--- config.mk ---
export PLATFORM = sky130hd
export DESIGN_NAME = mpm_ram
export DESIGN_NICKNAME = d
export VERILOG_FILES = /design/src/hdl/mpm_ram.sv
export SDC_FILE = /design/constraint.sdc
export NUM_CORES = 1
export LEC_CHECK = 0
export BUFFER_PORTS_ARGS = -buffer_cell sky130_fd_sc_hd__buf_2
export CORE_AREA = 2 2 114 105
export CTS_BUF_LIST = sky130_fd_sc_hd__clkbuf_4
export DETAILED_ROUTE_END_ITERATION = 6
export DIE_AREA = 0 0 116 107
export GPL_TIMING_DRIVEN = 0
export PLACE_DENSITY = 0.71
export SKIP_CTS_REPAIR_TIMING = 1
export SYNTH_ARGS = -nofsm -noshare
export SYNTH_HDL_FRONTEND = slang
export SYNTH_SLANG_ARGS = --single-unit
--- constraint.sdc ---
create_clock -name clk -period 2.55 [get_ports clk]
set_input_delay 0.255 -clock clk [delete_from_list [all_inputs] [get_ports clk]]
set_output_delay 0.255 -clock clk [all_outputs]
set_load 0.02 [all_outputs]
--- src/hdl/mpm_ram.sv ---
// generic single-write, single-read ram with registered read data
`default_nettype none
module mpm_ram #(
  parameter int WIDTH = 8,
  parameter int DEPTH = 16
) (
  input  wire logic                     clk,
  input  wire logic                     we,
  input  wire logic [$clog2(DEPTH)-1:0] waddr,
  input  wire logic [WIDTH-1:0]         wdata,
  input  wire logic [$clog2(DEPTH)-1:0] raddr,
  output logic      [WIDTH-1:0]         rdata
);

  logic [WIDTH-1:0] mem [DEPTH];

  always_ff @(posedge clk) begin
    if (we) begin
      mem[waddr] <= wdata;
    end
    rdata <= mem[raddr];
  end

endmodule
`default_nettype wire

* After elaboration in Yosys (flattened, before gate mapping)
Memories as Yosys holds them, arrays and structs flattened. A register that Yosys moved wholly into a read port is not among the register bits.
Index checks and enable logic that the tools add are counted.
Widths: inputs -> output; s select.
** Storage, ports and cells
- Bits in registers :: 0
- Memory bits (writable) :: 128
- Input bits :: 18
- Output and inout port bits :: 8
- Word-level logic and storage cells :: 3
- Memories kept :: 1
** Cells by class
- Mux-type cells :: 2
** Memories
- mem :: words 16, width 8, read ports 1, clocked after memory_dff 1, write ports 1, line 15 : logic [WIDTH-1:0] mem [DEPTH];
** Operator list (count)
- $mux 1 :: 2

* Logic depth before layout (Yosys ltp)
Gate-level depths: netlist of the first run.
- Depth after elaboration :: 2
- Depth in mapped cells :: 5
- Depth with buffers taken out :: 3

* Least setup slack after synthesis of the first run
OpenSTA, ideal clock, no wires.
- Path type :: input to register
- Start point :: input waddr[2]
- End point :: memory mem[0][0], enable pin
- Library setup time :: 0.383 ns
- Arrival time :: 1.365 ns
- Slack :: 0.802 ns
- Stages on the path :: 2
- Cell sequence :: or3b_2 -> nor3_1
** RTL lines
- start, declared :: line 9 : input wire logic [$clog2(DEPTH)-1:0] waddr,
- end, declared :: line 15
No word-level cell before the write port.

* Worst setup path after layout of the first run
- Start point :: input waddr[2]
- End point :: memory mem[0][1], enable pin
No word-level cell before the write port.

==> flow_metrics.py, run 1 <==
metrics = {
    "outcome": {
        "outcome": "complete, no violations",
    },
    "placement": {
        "dpl_cell_area_sq_um": 5460,
        "place.gp.congestion": 0.793,
        "port_buffers": 24,
        "hpwl_um": 6130,
    },
    "drt": {
        "antenna_left": 0,
        "drtIter0Drc": 255,
        "drc": 0,
        "first_pass_iters": 5,
        "dr_total_vias": 2391,
        "via_per_inst": 5.42,
        "wirelength_um": 9450,
        "wl_per_cell_um": 21.4,
    },
    "timing": {
        "finalHoldViolCount": 0,
        "rsz0062_at_grt": "no",
        "fin_tns_setup_ns": 0,
        "fin_crit_sh": 0.682,
        "max_slew_margin": 0.109,
        "fin_skew_ns": 0.0195,
        "min_period_ns": 1.74,
        "max_slew.worst_pin.slew_ns": 1.33,
        "fmax_ghz": 0.575,
        "slew_violations": 0,
        "finalSetupViolCount": 0,
    },
    "power_and_ir_drop": {
        "p_leak_nw": 1.88,
        "peakVddDrop_uv": 557,
        "p_per_area_nw_per_um2": 697,
    },
    "worst_setup_path": {
        "cp_top_family": "simple AND/OR/NAND/NOR gates",
        "slowest_stage": "nor3_1",
        "critPathArrivalTime_ns": 1.87,
        "start_kind": "input port",
        "path_max_fanout": 8,
        "path_buf_inv": 1,
        "cp-end-kind": "flip-flop",
        "critPathMaxStageDelay_ns": 0.97,
        "path_cells": "buf_2 -> or3b_2 -> nor3_1",
        "path_class": "input port to flip-flop",
        "crit_required_ns": 2.68,
    },
    "cells_and_area": {
        "nFillCells": 924,
        "drive_gt1_frac": 0.295,
        "fin_nets": 290,
        "final_cell_area_sq_um": 5710,
        "layout.cells.most_common": "edfxtp_1",
        "syn2layout_area_growth_pct": 10.9,
        "post-route-util": 0.509,
        "antennaDiodeCount": 0,
        "layout_common_cells": "edfxtp_1 (128), buf_2 (27), clkbuf_4 (21), mux4_2 (18), a22oi_1 (16)",
    },
    "clock_tree": {
        "cts_sinks": 136,
        "clk_latency_ns": 0.51,
        "cts_tree": "yes",
        "path_clk_slew_ns": 0.11,
        "cts_inserted_buffers": 17,
        "cts_max_level": 4,
        "cts_root_buf": "clkbuf_4",
        "cts.path.max_buffers": 2,
    },
    "die": {
        "die_h_um": 107,
        "start_util": 0.459,
        "die_area_sq_um": 12400,
        "die_w_um": 116,
        "coreArea_sq_um": 11200,
        "io-pin-count": 26,
        "rows": 37,
    },
    "synthesis": {
        "ys_seq_area_frac": 0.778,
        "synth.ff_latch_count": 136,
        "synth_area_sq_um": 5150,
        "yosys_warnings": 0,
        "avgSynthCellArea_sq_um": 22.5,
        "synthesis.nets": 247,
        "ys_types": 19,
        "synth_cells": 229,
    },
    "grt": {
        "grtUsageMet3": 0.0571,
        "grt_pass1_vias": 2455,
        "grtUsageMet1": 0.223,
        "grtUsageMet2": 0.263,
        "busiest_layer": "met2",
        "antenna_found_initial": 0,
        "grt_max_degree": 17,
        "grt_use_total": 0.169,
        "gr-total-overflow": 0,
        "grt_first_pass_wirelength_um": 14200,
    },
    "hold_path": {
        "holdCritPathClass": "input port to flip-flop",
    },
    "job": {
        "maxCapViolCount": 0,
    },
}
==> power breakdown <==
| group | switching [mW] | leakage (nW) | internal (mW) |
|---|---|---|---|
| Sequential | 0.0110 | 1.22 | 2.49 |
| Clock | 0.709 | 0.138 | 0.510 |
| Combinational | 0.153 | 0.516 | 0.0993 |
==> layer usage <==
metal / vias to the layer above / part of all wire / routed length (um)
li1: 1066 / - / -
met1: 1221 / 0.41 / 3870
met2: 98 / 0.50 / 4750
met3: 6 / 0.080 / 752
met4: 0 / 0.0075 / 71
met5: - / 0 / 0
==> registers in the layout, indices dropped and copies added (netlist names) <==
| name | count |
|---|---|
| mem | 128 |
| rdata | 8 |
==> area by class of cell <==
type | count | area, sq um | area share
Clock buffer | 21 | 158 | 0.0276
Buffer | 10 | 86.3 | 0.0151
Clock inverter | 11 | 82.6 | 0.0145
Sequential cell | 136 | 4000 | 0.701
Timing Repair Buffer | 24 | 120 | 0.0210
Multi-Input combinational cell | 83 | 1060 | 0.186
Tap cell | 156 | 195 | 0.0342
==> cells by family after synthesis <==
logic type	after synthesis	synth area share
mux	32	0.150
compound gates	16	0.0233
flops	136	0.778
buf+inv	10	0.0168
simple gates	35	0.0318
==> metrics by stage <==
step | setup slack (ns) | hold slack [ns] | power (mW) | cells
after floorplan | 0.802 | 0.354 | 2.70 | 229
final | 0.810 | 0.123 | 3.98 | 441
after global routing | 0.735 | 0.0703 | 4.13 | 441
after global placement | 0.269 | 0.647 | 2.80 | 409
after detailed placement | 0.172 | 0.663 | 2.81 | 409
after CTS | 0.745 | 0.0798 | 4.02 | 441
==> worst paths after layout <==
check	start	endpoint	slack [ns]	cells after the start
max	waddr[2]	mem[0][1]	0.81	3
min	wdata[5]	mem[12][5]	0.12	1
max reg2reg	mem[1][2]	rdata[2]	1.00	3
min reg2reg	mem[15][2]	rdata[2]	0.70	3
==> worst reg2reg max path, cell delays in order, from the launching register on <==
cell and delay [ns]:
edfxtp_1 0.38, mux4_1 0.55, a22oi_1 0.40, nand2_1 0.10
==> synth_stat cells (all sizes together) <==
cell,number,area (sq um)
a22oi,16,120
and2,1,6.26
and2b,1,7.51
buf,7,56.3
clkdlybuf4s25,3,30.0
dfxtp,8,160
edfxtp,128,3840
mux4,32,773
nand2,9,33.8
nand2b,2,12.5
nand3,1,5.00
nand3b,2,15.0
nor2,13,48.8
nor2b,1,6.26
nor3,4,20.0
or3b,1,8.76
(Power assumes the default switching activity.)
==> run 2, diff against run 1 <==
- ABC_AREA: unset -> 1
- CORE_AREA: 2 2 114 105 -> 2 2 120 111
- DIE_AREA: 0 0 116 107 -> 0 0 122 113
- PLACE_DENSITY: 0.71 -> 0.73
- clock period: 2.55 -> 1.6 ns (I/O delays scaled with it)
==> run 2 against run 1 <==
Compared with the run above:
- synthesized area is 12% higher
- wire length grew 41%
- critical path depth is the same
- via count rose by 61%
- largest cell class unchanged
- register-to-register slack got worse by 0.42 ns
- clock-buffer cell count down 2
- setup slack got worse by 0.40 ns
- design area rose by 11%
- largest power group unchanged
==> flow_metrics.py, run 2 <==
metrics = {
    "outcome": {
        "outcome": "complete, no violations",
    },
    "cells_and_area": {
        "nFillCells": 1127,
        "post-route-util": 0.510,
        "top_register": "mem",
        "top_regs": "mem: 128 flops, rdata: 8 flops",
        "syn2layout_area_growth_pct": 10.1,
        "antennaDiodeCount": 0,
        "finalNonFillerCells": 770,
        "layout_common_cells": "nand2_1 (173), edfxtp_1 (128), inv_1 (100), nand3_1 (97), buf_2 (35)",
        "largest_reg_flops": 128,
        "fin_nets": 611,
        "layout.cells.most_common": "nand2_1",
        "drive_gt1_frac": 0.122,
    },
    "clock_tree": {
        "cts_inserted_buffers": 17,
        "path_clk_slew_ns": 0.12,
        "cts.path.max_buffers": 2,
        "cts_root_buf": "clkbuf_4",
        "cts_tree": "yes",
        "clk_latency_ns": 0.52,
        "cts_max_level": 4,
        "cts_sinks": 136,
    },
    "worst_setup_path": {
        "path_class": "input port to flip-flop",
        "rr_worst_depth": 6,
        "cp-end-kind": "flip-flop",
        "start_kind": "input port",
        "crit_required_ns": 1.75,
        "path_max_fanout": 8,
        "r2r-start": "mem[10][2]",
        "critPathArrivalTime_ns": 1.35,
        "slowest_stage": "nor2_1",
        "cp_top_family": "simple AND/OR/NAND/NOR gates",
        "critPathMaxStageDelay_ns": 0.82,
        "regToRegSetupSlack_ns": 0.58,
        "cp_num_cells": 3,
        "path_buf_inv": 1,
        "path_cells": "buf_2 -> nand3b_1 -> nor2_1",
        "rr_endpoint": "rdata[2]",
    },
    "timing": {
        "fin_crit_sh": 0.744,
        "finalHoldViolCount": 0,
        "max_slew_margin": 0.313,
        "max_slew.worst_pin.slew_ns": 1.03,
        "fin_skew_ns": 0.0155,
        "slew_violations": 0,
        "finalSetupViolCount": 0,
        "fin_tns_setup_ns": 0,
        "min_period_ns": 1.19,
        "fmax_ghz": 0.840,
        "hold_ws_ns": 0.0357,
        "worst_slack_ns": 0.409,
        "rsz0062_at_grt": "no",
    },
    "die": {
        "die_h_um": 113,
        "die_area_sq_um": 13800,
        "die_w_um": 122,
        "io-pin-count": 26,
        "rows": 39,
        "start_util": 0.463,
        "coreArea_sq_um": 12400,
    },
    "synthesis": {
        "synth_top_area_share": 0.667,
        "ys.flop_type": "edfxtp_1",
        "synth_edf_count": 128,
        "synth_area_sq_um": 5770,
        "yosys_warnings": 0,
        "ys_seq_area_frac": 0.694,
        "synth.ff_latch_count": 136,
        "post-synth-top-count-cell": "nand2_1",
        "synth_top_area_cell": "edfxtp_1",
        "async_flop_share": 0,
        "synthesis.nets": 569,
        "synthTopCellsByCount": "nand2_1 (173), edfxtp_1 (128), inv_1 (100), nand3_1 (97), nor2_1 (17)",
        "ys_top_cells_by_area": "edfxtp_1 (67%), nand2_1 (11%), nand3_1 (8.4%)",
        "synth_cells": 551,
        "ys_types": 12,
        "avgSynthCellArea_sq_um": 10.5,
    },
    "hold_path": {
        "hold_path_depth": 1,
        "holdCritPathClass": "input port to flip-flop",
        "hold_start": "wdata[0]",
        "worstHoldEndpoint": "mem[3][0]",
    },
    "placement": {
        "dp.cells": 737,
        "hpwl_um": 8740,
        "port_buffers": 22,
        "pre_cts_ws_ns": -0.0754,
        "place.gp.congestion": 0.927,
    },
    "job": {
        "maxCapViolCount": 0,
    },
    "grt": {
        "antenna_found_initial": 0,
        "grt_max_degree": 17,
        "grt_first_pass_wirelength_um": 20500,
        "grt_use_total": 0.209,
        "grt_pass1_vias": 3680,
        "gr-total-overflow": 0,
    },
    "drt": {
        "wirelength_um": 13400,
        "drtIter0Drc": 393,
        "dr_total_vias": 3859,
        "first_pass_iters": 4,
        "wl_per_cell_um": 17.4,
        "antenna_left": 0,
        "drc": 0,
        "via_per_inst": 5.01,
    },
    "power_and_ir_drop": {
        "p_per_area_nw_per_um2": 1040,
        "peakVddDrop_uv": 940,
        "p_leak_nw": 2.75,
    },
}
## run 2: changes by cell type in the layout (fill, tap and decap cells not counted), sizes merged, moves of 3 or more
cell,before,now
nor2,13,17
nand3,1,97
inv,0,102
nand2,9,173
clkdlybuf4s25,3,0
buf,31,46
mux4,32,0
a22oi,16,0
nor3,4,0
## run 2: worst register-to-register path, delay by kind of cell, from the launching register on
family / cells / cell delay (ns)
flip-flops: 1 / 0.39
buffers and inverters: 1 / 0.06
AND/OR/NAND/NOR: 5 / 0.46
## run 2: how the worst max path moves through the flow
stage | from | endpoint
floorplan | waddr[2] | mem[10][0]
global placement | waddr[3] | mem[4][5]
detailed placement | waddr[2] | mem[9][5]
CTS | rdata[5] | rdata[5]
global route | rdata[6] | rdata[6]
finish | waddr[2] | mem[9][2]
## run 2: cells by family after synthesis
family                 after synthesis  synth area share
buffers and inverters              126            0.0952
flip-flops                         136             0.694
AND/OR/NAND/NOR                    289             0.210
## run 2: layout make-up
cell class              instances  area, sq um  area share
multi-input cells             289         1210       0.191
clock buffers                  19          143      0.0225
flip-flops and latches        136         4000       0.631
well taps                     164          205      0.0323
plain buffers                  24          166      0.0262
clock inverters                13          114      0.0179
repair buffers                 23          120      0.0189
inverters                     102          383      0.0603
## run 2: stage by stage
| stage | power (mW) | area [sq um] |
|---|---|---|
| floorplan | 4.39 | 5770 |
| global placement | 4.59 | 6080 |
| detailed placement | 4.61 | 6080 |
| CTS | 6.64 | 6340 |
| global route | 6.88 | 6350 |
| finish | 6.62 | 6350 |
## run 2: power by group
| group | switching, mW | internal, mW | leakage (nW) |
|---|---|---|---|
| combinational | 0.384 | 0.155 | 1.39 |
| sequential | 0.0198 | 3.98 | 1.22 |
| clock | 1.17 | 0.923 | 0.139 |
| total | 1.57 | 5.05 | 2.75 |
## run 2: per-layer routing
metal / wire (um) / global-route usage / part of all wire
met5: 0 / 0 / 0
met4: 269 / 0.0820 / 0.020
met3: 1180 / 0.0469 / 0.088
met2: 6070 / 0.314 / 0.45
met1: 5850 / 0.297 / 0.44
==> run 3, diff against run 2 <==
- clock period: 1.6 -> 1 ns (I/O delays scaled with it)
==> run 3 against run 2 <==
Compared with the run above:
- the run now ends with setup timing left
- first-iteration DRC count decreased by 1.5%
- highest routed layer unchanged
- sequential share of layout area decreased by 3.7 points
- critical path type is now flip-flop to output port
- clock-buffer cell count unchanged
- global-route usage about the same
- non-clock buffer count increased by 8
- die area unchanged
==> flow_metrics.py, run 3 (synthesis gave the netlist of run 2 again) <==
metrics = {
    "clock_tree": {
        "cts_max_level": 4,
        "cts_root_buf": "clkbuf_4",
        "cts_sinks": 136,
        "clk_latency_ns": 0.56,
        "path_clk_slew_ns": 0.11,
        "cts_inserted_buffers": 17,
        "cts.path.max_buffers": 2,
        "cts_tree": "yes",
    },
    "worst_setup_path": {
        "r2r-start": "mem[7][4]",
        "rr_worst_depth": 6,
        "path_class": "flip-flop to output port",
        "rr_endpoint": "rdata[4]",
        "crit_required_ns": 0.90,
        "cp_top_family": "flip-flops",
        "critPathMaxStageDelay_ns": 0.34,
        "path_max_fanout": 1,
        "slowest_stage": "dfxtp_2",
        "critPathArrivalTime_ns": 1.01,
        "path_buf_inv": 1,
        "path_cells": "buf_6",
        "crit_start": "rdata[5]",
        "cp-end-kind": "output port",
        "start_kind": "flip-flop",
        "regToRegSetupSlack_ns": 0,
    },
    "die": {
        "die_area_sq_um": 13800,
        "rows": 39,
        "die_w_um": 122,
        "die_h_um": 113,
        "start_util": 0.463,
        "coreArea_sq_um": 12400,
        "io-pin-count": 26,
    },
    "placement": {
        "dp.cells": 737,
        "hpwl_um": 9020,
        "port_buffers": 22,
        "place.gp.congestion": 0.861,
        "dpl_cell_area_sq_um": 6090,
    },
    "timing": {
        "slew_violations": 0,
        "min_period_ns": 1.11,
        "finalSetupViolCount": 8,
        "max_slew.worst_pin.slew_ns": 0.742,
        "finalHoldViolCount": 0,
        "worst_slack_ns": -0.114,
        "max_slew_margin": 0.504,
        "fin_skew_ns": 0.0127,
        "rsz0062_at_grt": "yes",
        "fmax_ghz": 0.898,
        "fin_crit_sh": 1.11,
    },
    "power_and_ir_drop": {
        "p_leak_nw": 2.89,
        "p_per_area_nw_per_um2": 1580,
        "swShare": 0.254,
        "comb_power_share": 0.097,
        "power.total_mw": 10.7,
        "internal_power_mw": 7.98,
        "peakVddDrop_uv": 977,
        "pwr-share-seq": 0.599,
        "clkPwrFrac": 0.304,
        "p_switching_mw": 2.72,
    },
    "cells_and_area": {
        "largest_reg_flops": 128,
        "layout_common_cells": "nand2_1 (159), edfxtp_1 (128), inv_1 (99), nand3_1 (51), nand3_2 (46)",
        "syn2layout_area_growth_pct": 17.3,
        "drive_gt1_frac": 0.249,
        "antennaDiodeCount": 0,
        "layout.cells.most_common": "nand2_1",
        "fin_nets": 619,
        "top_regs": "mem: 128 flops, rdata: 8 flops",
        "top_register": "mem",
        "final_cell_area_sq_um": 6770,
        "finalNonFillerCells": 778,
        "nFillCells": 1080,
    },
    "drt": {
        "via_per_inst": 5.03,
        "drtIter0Drc": 387,
        "wl_per_cell_um": 17.8,
        "drc": 0,
        "wirelength_um": 13800,
        "dr_total_vias": 3916,
        "antenna_left": 0,
        "first_pass_iters": 4,
    },
    "hold_path": {
        "hold_path_depth": 5,
        "holdCritPathClass": "input port to flip-flop",
        "hold_start": "raddr[1]",
        "worstHoldEndpoint": "rdata[1]",
    },
    "job": {
        "maxCapViolCount": 0,
    },
    "outcome": {
        "failed_checks": "setup timing",
        "outcome": "finished, violations left",
    },
    "grt": {
        "grt_max_degree": 17,
        "grt_use_total": 0.208,
        "grt_first_pass_wirelength_um": 20400,
        "antenna_found_initial": 0,
        "grt_pass1_vias": 3578,
        "gr-total-overflow": 0,
    },
}
[run 3: changes by cell type in the layout (fill, tap and decap cells not counted), moves of 14 or more]
cell	delta
nand2_1	-14
nand2_2	+14
nand3_2	+46
nand3_1	-46
[run 3: per-layer routing]
| layer | track usage | share of wire | vias to the layer above |
|---|---|---|---|
| met5 | 0 | 0 | - |
| met2 | 0.298 | 0.45 | 138 |
| met4 | 0.0774 | 0.022 | 0 |
| met1 | 0.305 | 0.45 | 1876 |
| li1 | - | - | 1875 |
| met3 | 0.0585 | 0.075 | 27 |
[run 3: stage by stage]
step           TNS (ns)   util  hold WS (ns)  setup WS, ns
2_1_floorplan     -4.12      -         0.199       -0.0508
3_3_place_gp     -53.07  0.489         0.517        -0.559
3_5_place_dp     -55.91  0.489         0.518        -0.571
4_1_cts           -1.28  0.509       -0.0731        -0.172
5_1_grt           -1.38  0.544     -0.000502        -0.173
6_report         -0.812  0.544        0.0241        -0.114
[run 3: worst register-to-register path, cell delays in order (launching register included)]
cell,delay [ns]
edfxtp_1,0.40
inv_1,0.07
nand2_1,0.04
nand3_1,0.11
nand3_1,0.10
nand3_2,0.10
nand2_2,0.07
[run 3: how the worst max path moves through the flow]
stage                      end  slack, ns  cells past startpoint
floorplan           mem[10][0]      -0.05                      2
global placement     mem[5][2]      -0.56                      3
detailed placement   mem[4][2]      -0.57                      3
CTS                   rdata[5]      -0.17                      1
global route          rdata[6]      -0.17                      1
finish                rdata[5]      -0.11                      1
[run 3: cell type report]
type / count / area, sq um / area share
sequential: 136 / 4010 / 0.593
clock buffer: 19 / 143 / 0.0211
tap: 164 / 205 / 0.0303
inverter: 102 / 383 / 0.0566
multi-input combinational: 289 / 1500 / 0.222
buffer: 24 / 166 / 0.0246
clock inverter: 13 / 105 / 0.0155
timing repair buffer: 31 / 250 / 0.0370
[run 3: power by group through the flow]
stage	clock (mW)	combinational [mW]	sequential (mW)
3_5_place_dp	0	0.853	6.52
3_3_place_gp	0	0.838	6.52
4_1_cts	3.29	0.856	6.39
6_report	3.25	1.04	6.41
2_1_floorplan	0	0.452	6.57
5_1_grt	3.53	1.12	6.42
